File: config.mk
export PLATFORM = sky130hd
export DESIGN_NAME = periodic_task_release_timer_top
export DESIGN_NICKNAME = d
export VERILOG_FILES = /design/src/hdl/prtt_pkg.sv /design/src/hdl/prtt_task_slot.sv /design/src/hdl/periodic_task_release_timer_top.sv
export VERILOG_INCLUDE_DIRS = /design/src /design/src/hdl
export SDC_FILE = /design/constraint.sdc
export NUM_CORES = 1
export LEC_CHECK = 0
export BUFFER_PORTS_ARGS = -buffer_cell sky130_fd_sc_hd__buf_4
export CORE_ASPECT_RATIO = 1.4
export CORE_UTILIZATION = 35
export CTS_BUF_LIST = sky130_fd_sc_hd__clkbuf_4 sky130_fd_sc_hd__clkbuf_8
export DETAILED_ROUTE_END_ITERATION = 8
export HOLD_SLACK_MARGIN = 0.06
export MAX_ROUTING_LAYER = met4
export SYNTH_ARGS = -nofsm -noshare
export SYNTH_HDL_FRONTEND = slang
export SYNTH_SLANG_ARGS = --single-unit
File: constraint.sdc
create_clock -name i_clk -period 13.8 [get_ports i_clk]
set_input_delay 1.38 -clock i_clk [delete_from_list [all_inputs] [get_ports i_clk]]
set_output_delay 1.38 -clock i_clk [all_outputs]
set_load 0.1 [all_outputs]
File: src/hdl/periodic_task_release_timer_top_macros.svh
// Assertion macros shared by the periodic task release timer RTL.
// Depends on nothing; included by the modules that carry assertions.
`ifndef PERIODIC_TASK_RELEASE_TIMER_TOP_MACROS_SVH
`define PERIODIC_TASK_RELEASE_TIMER_TOP_MACROS_SVH

// Same-cycle implication, disabled while reset is asserted
`define PRTT_ASSERT_NOW(label, clk, rst_n, ante, cons) \
    label: assert property (@(posedge clk) disable iff (!rst_n) (ante) |-> (cons)) \
        else $error("prtt assertion failed");

// Next-cycle implication, disabled while reset is asserted
`define PRTT_ASSERT_NEXT(label, clk, rst_n, ante, cons) \
    label: assert property (@(posedge clk) disable iff (!rst_n) (ante) |=> (cons)) \
        else $error("prtt assertion failed");

`endif

File: src/hdl/prtt_pkg.sv
// Package for the periodic task release timer: widths, register codes,
// the slot control struct and the saturating counter add. No dependencies.
package prtt_pkg;

    localparam int NUM_TASKS_DEF = 4;

    localparam int ELAPSED_W   = 16;
    localparam int CNT_W       = 17;
    localparam int TIMING_W    = 32;
    localparam int HALF_W      = 16;
    localparam int TIMING_REGS = 4;
    localparam int COUNT_W     = 3;
    localparam int CFG_IDX_W   = 3;
    localparam int CFG_DATA_W  = 32;
    localparam int MASK_W      = 4;

    localparam logic [CNT_W-1:0] CNT_MAX = '1;

    // Register indexes: task count, then one timing register per slot, TIMING_REGS of them
    localparam logic [CFG_IDX_W-1:0] CFG_TASK_COUNT  = 3'd0;
    localparam logic [CFG_IDX_W-1:0] CFG_TIMING_BASE = 3'd1;

    // Per-slot control from the top level
    typedef struct packed {
        logic step;     // poll item moves from input stage to output stage
        logic enabled;  // slot lies below the enabled task count
    } t_slot_ctrl;

    // Counter plus elapsed time, clamped at the counter maximum
    function automatic logic [CNT_W-1:0] sat_add(
        input logic [CNT_W-1:0]     a,
        input logic [ELAPSED_W-1:0] b
    );
        logic [CNT_W:0] s;
        s = {1'b0, a} + {{(CNT_W - ELAPSED_W + 1){1'b0}}, b};
        return s[CNT_W] ? CNT_MAX : s[CNT_W-1:0];
    endfunction

endpackage

File: src/hdl/prtt_task_slot.sv
// One task slot: time-since-release counter, offset-consumed flag, release test.
// Depends on prtt_pkg and periodic_task_release_timer_top_macros.svh.
`include "periodic_task_release_timer_top_macros.svh"

module prtt_task_slot (
    input  logic                             i_clk,
    input  logic                             i_rst_n,
    input  prtt_pkg::t_slot_ctrl             i_ctrl,
    input  logic [prtt_pkg::ELAPSED_W-1:0]   i_elapsed,
    input  logic [prtt_pkg::CNT_W-1:0]       i_tss_new,
    input  logic [prtt_pkg::TIMING_W-1:0]    i_timing,
    output logic                             o_fire
);
    import prtt_pkg::*;

    logic [CNT_W-1:0]  r_tsr;
    logic [CNT_W-1:0]  n_tsr;
    logic              r_offset_done;
    logic              n_offset_done;
    logic [HALF_W-1:0] w_period;
    logic [HALF_W-1:0] w_offset;
    logic [CNT_W-1:0]  w_tsr_adv;

    assign w_period  = i_timing[HALF_W-1:0];
    assign w_offset  = i_timing[TIMING_W-1:HALF_W];
    assign w_tsr_adv = sat_add(r_tsr, i_elapsed);

    // Release test against the advanced counters
    always_comb begin
        o_fire = 1'b0;
        if (i_ctrl.enabled) begin
            if (!r_offset_done) begin
                o_fire = ({1'b0, w_offset} <= i_tss_new);
            end else begin
                o_fire = ({1'b0, w_period} <= w_tsr_adv);
            end
        end
    end

    // A release clears the counter and consumes the offset
    always_comb begin
        n_tsr         = o_fire ? '0 : w_tsr_adv;
        n_offset_done = r_offset_done | o_fire;
    end

    always_ff @(posedge i_clk) begin
        if (!i_rst_n) begin
            r_tsr         <= '0;
            r_offset_done <= 1'b0;
        end else if (i_ctrl.step) begin
            r_tsr         <= n_tsr;
            r_offset_done <= n_offset_done;
        end
    end

    `PRTT_ASSERT_NEXT(a_offset_sticky, i_clk, i_rst_n, r_offset_done, r_offset_done)
    `PRTT_ASSERT_NEXT(a_fire_clears, i_clk, i_rst_n, i_ctrl.step && o_fire, r_tsr == '0)
    `PRTT_ASSERT_NEXT(a_tsr_grows, i_clk, i_rst_n, i_ctrl.step && !o_fire,
        r_tsr >= $past(r_tsr))

endmodule

File: src/hdl/periodic_task_release_timer_top.sv
// Top level of the periodic task release timer: handshakes, config registers,
// time-since-start counter and task slots. Depends on prtt_pkg, prtt_task_slot.
//
//  channel | dir | handshake              | payload
//  --------+-----+------------------------+------------------------------
//  poll    | in  | i_in_valid / o_in_ready | i_elapsed_ms [15:0]
//  release | out | o_out_valid / i_out_ready | o_release_mask [3:0]
//  config  | in  | i_cfg_we (no wait)      | i_cfg_index [2:0], i_cfg_wdata [31:0]
//
// One poll item per cycle sustained while the output is not stalled; o_out_valid rises
// once the item has passed the input register and the counter update into the result register.
// Reset (synchronous, active low) clears all counters, flags, valids and config registers.
// When the output stalls, the input register still takes one more item;
// after that o_in_ready drops until the result register is drained.
`include "periodic_task_release_timer_top_macros.svh"

module periodic_task_release_timer_top #(
    parameter int NUM_TASKS = prtt_pkg::NUM_TASKS_DEF
) (
    input  logic                              i_clk,
    input  logic                              i_rst_n,
    input  logic                              i_in_valid,
    output logic                              o_in_ready,
    input  logic [prtt_pkg::ELAPSED_W-1:0]    i_elapsed_ms,
    output logic                              o_out_valid,
    input  logic                              i_out_ready,
    output logic [prtt_pkg::MASK_W-1:0]       o_release_mask,
    input  logic                              i_cfg_we,
    input  logic [prtt_pkg::CFG_IDX_W-1:0]    i_cfg_index,
    input  logic [prtt_pkg::CFG_DATA_W-1:0]   i_cfg_wdata
);
    import prtt_pkg::*;

    logic                 r_in_valid;
    logic [ELAPSED_W-1:0] r_elapsed;
    logic                 r_out_valid;
    logic [MASK_W-1:0]    r_mask;
    logic [COUNT_W-1:0]   r_task_count;
    logic [CNT_W-1:0]     r_tss;
    logic [CNT_W-1:0]     n_tss;
    logic                 w_advance;
    logic                 w_in_take;
    logic [NUM_TASKS-1:0] w_fire;
    logic [MASK_W-1:0]    w_mask;
    logic [NUM_TASKS-1:0][TIMING_W-1:0] w_timing;

    // Handshake: input stage advances whenever the result register is free
    assign w_advance  = r_in_valid && (!r_out_valid || i_out_ready);
    assign o_in_ready = !r_in_valid || w_advance;
    assign w_in_take  = i_in_valid && o_in_ready;

    always_ff @(posedge i_clk) begin
        if (!i_rst_n) begin
            r_in_valid <= 1'b0;
        end else if (o_in_ready) begin
            r_in_valid <= i_in_valid;
        end
    end

    always_ff @(posedge i_clk) begin
        if (w_in_take) begin
            r_elapsed <= i_elapsed_ms;
        end
    end

    // Task count register
    always_ff @(posedge i_clk) begin
        if (!i_rst_n) begin
            r_task_count <= '0;
        end else if (i_cfg_we && (i_cfg_index == CFG_TASK_COUNT)) begin
            r_task_count <= i_cfg_wdata[COUNT_W-1:0];
        end
    end

    // Time since start
    assign n_tss = sat_add(r_tss, r_elapsed);

    always_ff @(posedge i_clk) begin
        if (!i_rst_n) begin
            r_tss <= '0;
        end else if (w_advance) begin
            r_tss <= n_tss;
        end
    end

    // Task slots; slots beyond the timing registers keep zero timing
    for (genvar g = 0; g < NUM_TASKS; g++) begin : g_slot
        t_slot_ctrl w_ctrl;

        if (g < TIMING_REGS) begin : g_reg
            logic [TIMING_W-1:0] r_timing;
            always_ff @(posedge i_clk) begin
                if (!i_rst_n) begin
                    r_timing <= '0;
                end else if (i_cfg_we &&
                             (i_cfg_index == (CFG_TIMING_BASE + CFG_IDX_W'(g)))) begin
                    r_timing <= i_cfg_wdata;
                end
            end
            assign w_timing[g] = r_timing;
        end else begin : g_const
            assign w_timing[g] = '0;
        end

        assign w_ctrl.step    = w_advance;
        assign w_ctrl.enabled = (r_task_count > COUNT_W'(g));

        prtt_task_slot u_slot (
            .i_clk     (i_clk),
            .i_rst_n   (i_rst_n),
            .i_ctrl    (w_ctrl),
            .i_elapsed (r_elapsed),
            .i_tss_new (n_tss),
            .i_timing  (w_timing[g]),
            .o_fire    (w_fire[g])
        );
    end

    // Release mask: slots that do not fit the mask are dropped
    for (genvar b = 0; b < MASK_W; b++) begin : g_mask
        if (b < NUM_TASKS) begin : g_bit
            assign w_mask[b] = w_fire[b];
        end else begin : g_zero
            assign w_mask[b] = 1'b0;
        end
    end

    // Result register
    always_ff @(posedge i_clk) begin
        if (!i_rst_n) begin
            r_out_valid <= 1'b0;
        end else if (w_advance) begin
            r_out_valid <= 1'b1;
        end else if (i_out_ready) begin
            r_out_valid <= 1'b0;
        end
    end

    always_ff @(posedge i_clk) begin
        if (w_advance) begin
            r_mask <= w_mask;
        end
    end

    assign o_out_valid    = r_out_valid;
    assign o_release_mask = r_mask;

    `PRTT_ASSERT_NEXT(a_tss_grows, i_clk, i_rst_n, w_advance, r_tss >= $past(r_tss))
    `PRTT_ASSERT_NEXT(a_adv_fills_out, i_clk, i_rst_n, w_advance, r_out_valid)
    `PRTT_ASSERT_NOW(a_full_blocks, i_clk, i_rst_n, r_in_valid && !w_advance, !o_in_ready)

endmodule

# Word level (Yosys, flattened, before mapping)
# Index checks and enable logic that the tools add are counted.
[totals]
in_bits = 56
regBits = 242
romBits = 0
mem_bits_rw = 0
n_memories = 0
latch_bits = 0
[op_classes]
mul = 0
magnitude_cmp = 12
reduce_logical = 13
n_mux = 19
eq_ne = 4
add_sub_neg = 5
shift = 0
div = 0
n_bitwise = 4
[ops]
columns = ["operator", "count"]
rows = [
  ["two-way mux 17 bit", 9],
  ["less-or-equal comparator 16 x 17 -> 1 bit", 8],
  ["adder 17 x 16 -> 18 bit", 5],
  ["two-way mux 1 bit", 10],
  ["logical AND 1 bit", 7],
  ["equality test 3 x 2 -> 1 bit (second input constant)", 2],
  ["greater-than comparator 3 x 1 -> 1 bit (second input constant)", 2],
  ["greater-than comparator 3 x 2 -> 1 bit (second input constant)", 2],
  ["OR 1 bit", 4],
  ["equality test 3 x 1 -> 1 bit (second input constant)", 1],
  ["equality test 3 bit (second input constant)", 1],
  ["zero test 3 bit", 1],
  ["zero test 1 bit", 2],
  ["logical OR 1 bit", 2],
  ["nonzero test 2 bit", 1],
]

# Depth between registers and ports, before layout
# Gate-level depths: netlist of the first run.
[logic_depth]
depth_word = 6
depth_mapped = 22
ltp_nobuf = 20

# Hierarchy
# Synthesis of the first run repeated with hierarchy kept, for this count alone.
[hier_totals]
cells_unflattened = 2018
area_unflattened_um2 = 16363.2
[by_module_without_submodules]
columns = ["mod", "seq_area_each_um2", "n_inst", "area_per_inst_um2", "cells_per_inst"]
rows = [
  ["periodic_task_release_timer_top", 3603.5, 1, 7044.3, 803],
  ["prtt_task_slot (g_slot[1].u_slot ...)", 360.3, 2, 2359.8, 309],
  ["prtt_task_slot (g_slot[0].u_slot)", 360.3, 1, 2358.5, 309],
  ["prtt_task_slot (g_slot[3].u_slot)", 360.3, 1, 2240.9, 288],
]

# Worst setup path before layout of the first run
# OpenSTA, ideal clock, no wires.
[synth_timing]
path_kind = "register to register"
from = "reg r_elapsed[1]"
to = "reg g_slot[0].u_slot.r_tsr[10]"
path_slack_ps = 9438
n_path_buf = 2
t_arrival_ps = 4217
path_stages_with_launch = 21
synth_period_minus_slack_ps = 4362
cell_sequence = "edfxtp_1 ha_1 a211o_1 a21oi_4 o211ai_4 a221oi_4 o21a_1 nor2_1 clkbuf_1 nor2_1 ha_1 a21oi_1 nor2_1 a211oi_1 nor4_1 a2111oi_0 a2111o_1 o211ai_2 o21ai_2 buf_2 a211oi_1"
[synth_via]
elab_chain_cells = 6
elab_cells_between_ends = 9
classes_between = "add/sub: 2; order compare: 2; mux: 5"
[synth_rtl]
columns = ["element", "line_no", "text"]
rows = [
  ["from (decl)", "periodic_task_release_timer_top.sv:35", "logic [ELAPSED_W-1:0] r_elapsed;"],
  ["from (signal assigned)", "periodic_task_release_timer_top.sv:62", "r_elapsed <= i_elapsed_ms;"],
  ["adder 17 x 16 -> 18 bit", "prtt_pkg.sv:35", "s = {1'b0, a} + {{(CNT_W - ELAPSED_W + 1){1'b0}}, b};"],
  ["two-way mux 17 bit", "prtt_pkg.sv:36", "return s[CNT_W] ? CNT_MAX : s[CNT_W-1:0];"],
  ["less-or-equal comparator 16 x 17 -> 1 bit, on equally long branches", "prtt_task_slot.sv:33, prtt_task_slot.sv:35", ""],
  ["two-way mux 1 bit", "prtt_task_slot.sv:32", "if (!r_offset_done) begin"],
  ["two-way mux 1 bit", "prtt_task_slot.sv:31", "if (i_ctrl.enabled) begin"],
  ["two-way mux 17 bit (*)", "prtt_task_slot.sv:42", "n_tsr = o_fire ? '0 : w_tsr_adv;"],
  ["to (signal assigned)", "prtt_task_slot.sv:51", "r_tsr <= n_tsr;"],
  ["to (decl)", "prtt_task_slot.sv:16", "logic [CNT_W-1:0] r_tsr;"],
]
# Mark *: on every way between the ends. The rest lies on a longest branch, timed or not.
# A chain may end at the register's enable or synchronous reset.

# Worst setup path after layout of the first run
[layout_timing]
from = "reg r_elapsed[8]"
to = "reg g_slot[3].u_slot.r_tsr[2]"
[layout_via]
elab_chain_cells = 6
elab_cells_between_ends = 9
classes_between = "add/sub: 2; order compare: 2; mux: 5"
[layout_rtl]
columns = ["element", "line_no"]
rows = [
  ["adder 17 x 16 -> 18 bit", "prtt_pkg.sv:35"],
  ["two-way mux 17 bit", "prtt_pkg.sv:36"],
  ["less-or-equal comparator 16 x 17 -> 1 bit, on equally long branches", "prtt_task_slot.sv:33, prtt_task_slot.sv:35"],
  ["two-way mux 1 bit", "prtt_task_slot.sv:32"],
  ["two-way mux 1 bit", "prtt_task_slot.sv:31"],
  ["two-way mux 17 bit (*)", "prtt_task_slot.sv:42"],
  ["to (signal assigned)", "prtt_task_slot.sv:51"],
  ["to (decl)", "prtt_task_slot.sv:16"],
]
# Marked as above.

==> results.sh, run 1 <==
export IMPL_clkLatencyLatePin_ns=0.57
export IMPL_dpl_worst_slack_ns=7.847
export IMPL_ctsRootBufferMaster="clkbuf_8"
export IMPL_post_route_period_util_pct=42.87
export IMPL_final_period_minus_worst_setup_slack_ns=5.915
export IMPL_pin_count_of_the_biggest_net_entering_global_routing=81
export IMPL_cts_hold_buffers=0
export IMPL_synthesized_area_per_cell_sq_um=8.166
export IMPL_timing_max_cap_violations=0
export IMPL_swShare_pct=31.48
export IMPL_synth_net_count=2152
export IMPL_intPower_mw=1.417
export IMPL_cts_max_level=2
export IMPL_cts_sinks=242
export IMPL_numPortBuffers=61
export IMPL_clock_skew_ns=0.01753
export IMPL_final_core_util_pct=39.92
export IMPL_ys_flop_type="dfxtp_1"
export IMPL_drt_wirelength_per_cell_um=20.21
export IMPL_postCtsSetupBuffers=0
export IMPL_final_ant_viol_nets=0
export IMPL_detail_route_wirelength_um=50600
export IMPL_worst_setup_hold_path_clk_slew_ns=0.06
export IMPL_clk_path_buf_depth=3
export IMPL_ys_types=75
export IMPL_floorplan_initialDensity_pct=35.56
export IMPL_p_leak_nw=7.247
export IMPL_timing_max_transition_violations_final=0
export IMPL_maximum_clock_frequency_mhz=169.1
export IMPL_antenna_cells=0
export IMPL_grt_setup_unrepaired="no"
export IMPL_fin_setup_tns_ns=0
export IMPL_grt_antenna_before_repair=0
export IMPL_power_density_nw_per_um2=119.8
export IMPL_maxSlewHeadroom_pct=18.57
export IMPL_areaGrowthSynthToFinish_pct=12.26
export IMPL_critPathMaxFanout=17
export IMPL_timing_critical_path_required_ns=14.19
export IMPL_status="finished clean"
export IMPL_setup_viol=0
export IMPL_first_iter_violations=837
export IMPL_design_power_total_mw=2.067
export IMPL_cp_num_buf_inv=0
export IMPL_power_net_switching_mw=0.6508
export IMPL_crit_arrival_ns=6.31
export IMPL_multi_input_area_sq_um=9822
export IMPL_globalRouteOverflowTotal=0
export IMPL_timing_critical_path_cells="ha_1 > and4_1 > nand2_1 > o211ai_4 > a221oi_4 > o21a_1 > nor2_1 > nor2_1 > ha_1 > nand4_1 > nor2_1 > nand4_1 > o21ai_0 > o41ai_4 > o31ai_4 > a211oi_1"
export IMPL_synthArstFlopShare_pct=0
export IMPL_crit_type="flip-flop to flip-flop"
export IMPL_synth_yosys_warnings=0
export IMPL_drt_vias_per_instance=5.434
export IMPL_finish_net_count=2189
export IMPL_grt_pass1_wl_um=77260
export IMPL_timing_final_hold_violations=0
export IMPL_seqPwrFrac_pct=37.2
export IMPL_tightestPinTransition_ns=1.217
export IMPL_critical_path_top_cell_by_count="nor2_1"
export IMPL_drt_first_pass_iters=7
export IMPL_power_ir_vdd_worst_uv=101.8
export IMPL_ys_seq_elements=242
export IMPL_cpLargestDelayFamily="compound AO/OA/AOI/OAI gates"
export IMPL_first_global_vias=13403
export IMPL_comb_power_share_pct=23.9
export IMPL_placement_rows=90
export IMPL_filler_cell_count=4509
export IMPL_seqCellArea_sq_um=5045
export IMPL_cts_buffers_inserted=43
export IMPL_endpoint_kind_of_the_worst_setup_timing_path="flip-flop"
export IMPL_hpwlAfterDp_um=37330
export IMPL_cts_repair_resize_count=0
export IMPL_synth_seq_area_share_pct=32.81
export IMPL_die_height_um=250.0
export IMPL_tritoncts="done"
export IMPL_placed_cells=2427
export IMPL_post_synth_inst_count=1883
export IMPL_hold_class="flip-flop to flip-flop"
export IMPL_fin_ws_ns=7.885
export IMPL_globalRouteTotalUtil_pct=23.46
export IMPL_post_layout_nonfiller_instances=2503
export IMPL_floorplan_die_area_sq_um=44790
export IMPL_crit_path_top_delay_cell="o31ai_4"
export IMPL_io_pin_count=62
export IMPL_timing_critical_path_from_type="flip-flop"
export IMPL_syn_area_sq_um=15380
export IMPL_clockPowerShare_pct=38.9
export IMPL_synth_edf_count=20
export IMPL_drcViolationCount=0
export IMPL_drive_gt1_share_pct=10.10
export IMPL_placeableCoreArea_sq_um=43240
export IMPL_cp_slowest_stage_delay_ns=0.87
export IMPL_via_count=13602
export IMPL_finalWeightedCongestion=0.9545
export IMPL_fp_dieW_um=179.2
## cell type report
| class | instances | area share, % |
|---|---|---|
| multi-input combinational | 1525 | 56.90 |
| sequential | 242 | 29.22 |
| clock buffer | 68 | 5.023 |
| timing repair buffer | 70 | 3.044 |
| tap | 552 | 4.001 |
| inverter | 38 | 0.8553 |
| clock inverter | 8 | 0.9567 |
## Yosys cell counts, drive strengths merged (8+ instances only)
cell type | count | area (sq um)
nand2 | 341 | 1280
a21oi | 249 | 1269
dfxtp | 222 | 4444
ha | 208 | 2603
nor2 | 200 | 750.7
a211oi | 76 | 610.6
o21ai | 73 | 372.9
clkbuf | 71 | 336.6
a21o | 44 | 332.8
inv | 38 | 142.6
xnor2 | 37 | 324.1
nand3 | 26 | 130.1
nand4 | 25 | 156.4
nor2b | 25 | 156.4
nor3 | 21 | 110.1
xor2 | 21 | 183.9
edfxtp | 20 | 600.6
o211ai | 20 | 183.9
o21a | 20 | 150.1
nand2b | 16 | 100.1
and3 | 11 | 70.07
or2 | 11 | 68.82
a31oi | 10 | 62.56
a211o | 8 | 71.32
o31ai | 8 | 92.59
## state kept, by name, summed over array words and instances, names as in the netlist, 3 cells and up
register                     count
g_slot.u_slot.r_tsr             68
r_elapsed                       16
r_task_count                     3
r_tss                           17
g_slot.g_reg.r_timing          128
g_slot.u_slot.r_offset_done      4
o_release_mask                   4
## tightest hold or removal path: stages (launching register included)
cell and delay [ns]:
dfxtp_1 0.31, nand2_1 0.05, a21oi_1 0.05
## cell usage in the layout, fill, tap and decap left out, types with 10 or more instances in the layout
| cell type | count |
|---|---|
| a21oi_1 | 247 |
| nand4_1 | 25 |
| xor2_1 | 21 |
| nor3_1 | 20 |
| nand3_1 | 25 |
| clkbuf_4 | 11 |
| nand2b_1 | 16 |
| inv_1 | 36 |
| o211ai_1 | 15 |
| ha_1 | 208 |
| nand2_1 | 341 |
| or2_2 | 10 |
| a21o_1 | 42 |
| clkbuf_8 | 57 |
| a211oi_1 | 68 |
| nor2_1 | 198 |
| o21a_1 | 20 |
| a31oi_1 | 10 |
| o21ai_0 | 69 |
| buf_4 | 70 |
| nor2b_1 | 25 |
| xnor2_1 | 37 |
| dfxtp_1 | 222 |
| edfxtp_1 | 20 |
## stage by stage
stage	hold WS (ns)	area, sq um
finish	0.4545	17260
global route	0.4775	17260
CTS	0.4567	17260
detailed placement	0.4480	16230
global placement	0.4434	16230
floorplan	0.4291	15380
## path summary, 6_finish.rpt
check	startpoint	end	slack, ns	depth (start not counted)
setup / recovery	r_elapsed[8]	g_slot[3].u_slot.r_tsr[2]	7.88	16
hold / removal	g_slot[1].g_reg.r_timing[0]	g_slot[1].g_reg.r_timing[0]	0.45	2
setup reg to reg	r_elapsed[8]	g_slot[3].u_slot.r_tsr[2]	7.88	16
hold reg to reg	g_slot[1].g_reg.r_timing[0]	g_slot[1].g_reg.r_timing[0]	0.45	2
## metal layers
metal	track usage (%)	vias to the layer above	routed length, um
met4	10.32	0	2459
li1	-	6792	-
met2	41.59	296	25970
met3	2.331	100	1745
met5	-	-	0
met1	26.20	6414	20420
## cell families (layout without fill, tap and decap cells)
logic type	Yosys count	in the layout	share of synthesized area (%)
AOI/OAI and AO/OA	545	545	22.89
buffers and inverters	116	184	3.401
xor gates and xnor gates	58	58	3.304
and+or+nand+nor	704	704	19.66
DFF	242	242	32.81
muxes	5	5	0.3661
adders and majority gates	213	213	17.58
## power groups by stage
stage / sequential (mW) / clock, mW / combinational [mW]
3_3_place_gp: 0.784 / 0 / 0.482
5_1_grt: 0.772 / 0.849 / 0.551
6_report: 0.769 / 0.804 / 0.494
4_1_cts: 0.769 / 0.819 / 0.492
2_1_floorplan: 0.776 / 0 / 0.349
3_5_place_dp: 0.784 / 0 / 0.488
(Power assumes the default switching activity.)
==> run 2: changes to the inputs <==
==> constraint.sdc (replaced) <==
create_clock -name i_clk -period 5.57 [get_ports i_clk]
set_input_delay 0.557 -clock i_clk [delete_from_list [all_inputs] [get_ports i_clk]]
set_output_delay 0.557 -clock i_clk [all_outputs]
set_load 0.1 [all_outputs]
==> results.sh, run 2 (synthesis gave the netlist of run 1 again) <==
export IMPL_timing_critical_path_from_type="flip-flop"
export IMPL_tritoncts="done"
export IMPL_globalRouteTotalUtil_pct=23.14
export IMPL_clock_skew_ns=0.02700
export IMPL_final_period_minus_worst_setup_slack_ns=5.232
export IMPL_antenna_cells=0
export IMPL_post_route_period_util_pct=93.93
export IMPL_setup_viol=0
export IMPL_detail_route_wirelength_um=50060
export IMPL_critPathMaxFanout=17
export IMPL_floorplan_die_area_sq_um=44790
export IMPL_postCtsSetupBuffers=0
export IMPL_cts_max_level=2
export IMPL_fp_dieW_um=179.2
export IMPL_placement_rows=90
export IMPL_grt_antenna_before_repair=0
export IMPL_layout_common_cells="nand2_1, a21oi_1, dfxtp_1, ha_1, nor2_1"
export IMPL_status="finished clean"
export IMPL_filler_cell_count=4518
export IMPL_pin_count_of_the_biggest_net_entering_global_routing=87
export IMPL_cts_buffers_inserted=42
export IMPL_hold_class="input port to flip-flop"
export IMPL_hpwlAfterDp_um=37240
export IMPL_maximum_clock_frequency_mhz=191.1
export IMPL_cts_hold_buffers=0
export IMPL_io_pin_count=62
export IMPL_power_ir_vdd_worst_uv=202.1
export IMPL_finalWeightedCongestion=0.9170
export IMPL_post_layout_nonfiller_instances=2522
export IMPL_numPortBuffers=61
export IMPL_drt_first_pass_iters=5
export IMPL_grt_util_met1_pct=26.59
export IMPL_finalInstanceArea_sq_um=17290
export IMPL_die_height_um=250.0
export IMPL_grt_setup_unrepaired="no"
export IMPL_crit_type="flip-flop to flip-flop"
export IMPL_drive_gt1_share_pct=11.02
export IMPL_reg_largest_list="g_slot.g_reg.r_timing: 128 flops, g_slot.u_slot.r_tsr: 68 flops, r_tss: 17 flops"
export IMPL_crit_arrival_ns=5.64
export IMPL_timing_final_hold_violations=0
export IMPL_busiest_layer="met2"
export IMPL_maxSlewHeadroom_pct=16.13
export IMPL_power_density_nw_per_um2=281.7
export IMPL_p_leak_nw=7.284
export IMPL_final_common_cell="nand2_1"
export IMPL_drt_vias_per_instance=5.460
export IMPL_largest_register_ffs=128
export IMPL_endpoint_kind_of_the_worst_setup_timing_path="flip-flop"
export IMPL_met3_capacity_usage_during_global_routing_pct=2.544
export IMPL_min_delay_path_depth=1
export IMPL_floorplan_initialDensity_pct=35.56
export IMPL_ctsRootBufferMaster="clkbuf_8"
export IMPL_grt_pass1_wl_um=76180
export IMPL_placed_cells=2449
export IMPL_areaGrowthSynthToFinish_pct=12.45
export IMPL_first_iter_violations=764
export IMPL_final_ant_viol_nets=0
export IMPL_tightestPinTransition_ns=1.253
export IMPL_clk_path_buf_depth=3
export IMPL_top_register="g_slot.g_reg.r_timing"
export IMPL_drcViolationCount=0
export IMPL_r2r_worst_path_cells=16
export IMPL_via_count=13770
export IMPL_timing_max_cap_violations=0
export IMPL_final_core_util_pct=39.99
export IMPL_dpl_instance_area_sq_um=16410
export IMPL_met2_usage_pct=40.11
export IMPL_timing_max_transition_violations_final=0
export IMPL_cts_sinks=242
export IMPL_finish_net_count=2210
export IMPL_drt_wirelength_per_cell_um=19.85
export IMPL_timing_critical_path_required_ns=5.98
export IMPL_globalRouteOverflowTotal=0
export IMPL_placeableCoreArea_sq_um=43240
export IMPL_first_global_vias=13183
export IMPL_worst_setup_hold_path_clk_slew_ns=0.07
export IMPL_fin_setup_tns_ns=0
export IMPL_clkLatencyLatePin_ns=0.58
## run 2: changes by cell type in the layout (fill, tap and decap cells not counted), sizes merged
| cell | previous run | this run |
|---|---|---|
| buf | 70 | 92 |
| bufinv | 5 | 0 |
| clkinv | 3 | 4 |
| clkinvlp | 0 | 1 |
## run 2: repair_timing
action	CTS	global route
cloned	0	0
resized for setup	1	3
endpoints found under the hold margin	0	0
endpoints found under the setup margin	17	49
## run 2: metrics by stage
stage                     setup WS (ns)  power [mW]  hold WS (ns)
after floorplan                   1.208       2.788        0.4291
after global placement         -0.05268       3.154        0.4399
after detailed placement        -0.1264       3.176        0.4495
after CTS                       0.08232       4.901        0.1395
after global routing            0.01341       5.123        0.1485
final                            0.3380       4.870        0.1608
## run 2: power breakdown
group | switching (mW) | internal (mW) | leakage (nW)
clock network | 0.765 | 0.952 | 0.466
registers | 0.0722 | 1.83 | 2.00
logic | 0.770 | 0.477 | 4.82
## run 2: path summary, 6_finish.rpt
check / slack [ns] / startpoint / to
worst max-delay path: 0.34 / r_elapsed[6] / g_slot[0].u_slot.r_tsr[11]
worst min-delay path: 0.16 / i_elapsed_ms[12] / r_elapsed[12]
worst max register to register: 0.34 / r_elapsed[6] / g_slot[0].u_slot.r_tsr[11]
worst min register to register: 0.45 / g_slot[1].g_reg.r_timing[16] / g_slot[1].g_reg.r_timing[16]
## run 2: routing by layer
layer	part of all wire (%)	vias to the layer above
li1	-	6849
met1	41	6470
met2	50	339
met3	3.8	112
met4	4.7	0
met5	0	-
## run 2: layout make-up
cell class / instances / area, sq um / share of cell area (%)
multi-input cells: 1525 / 9836 / 56.88
flip-flops and latches: 242 / 5045 / 29.18
clock buffers: 68 / 842.1 / 4.870
repair buffers: 92 / 703.2 / 4.067
well taps: 552 / 690.7 / 3.994
inverters: 38 / 147.6 / 0.8538
clock inverters: 5 / 27.53 / 0.1592
## run 2: worst max-delay path: stages (launching register included)
cell,delay [ns]
edfxtp_1,0.55
ha_1,0.50
and3_1,0.22
nand3_1,0.10
o2111a_1,0.28
o41ai_1,0.50
and2_2,0.46
nor2_1,0.16
ha_1,0.32
a211oi_1,0.21
nor2_1,0.08
o41ai_1,0.46
o211ai_1,0.19
o211ai_1,0.20
o211ai_2,0.20
o21ai_4,0.51
a211oi_1,0.10
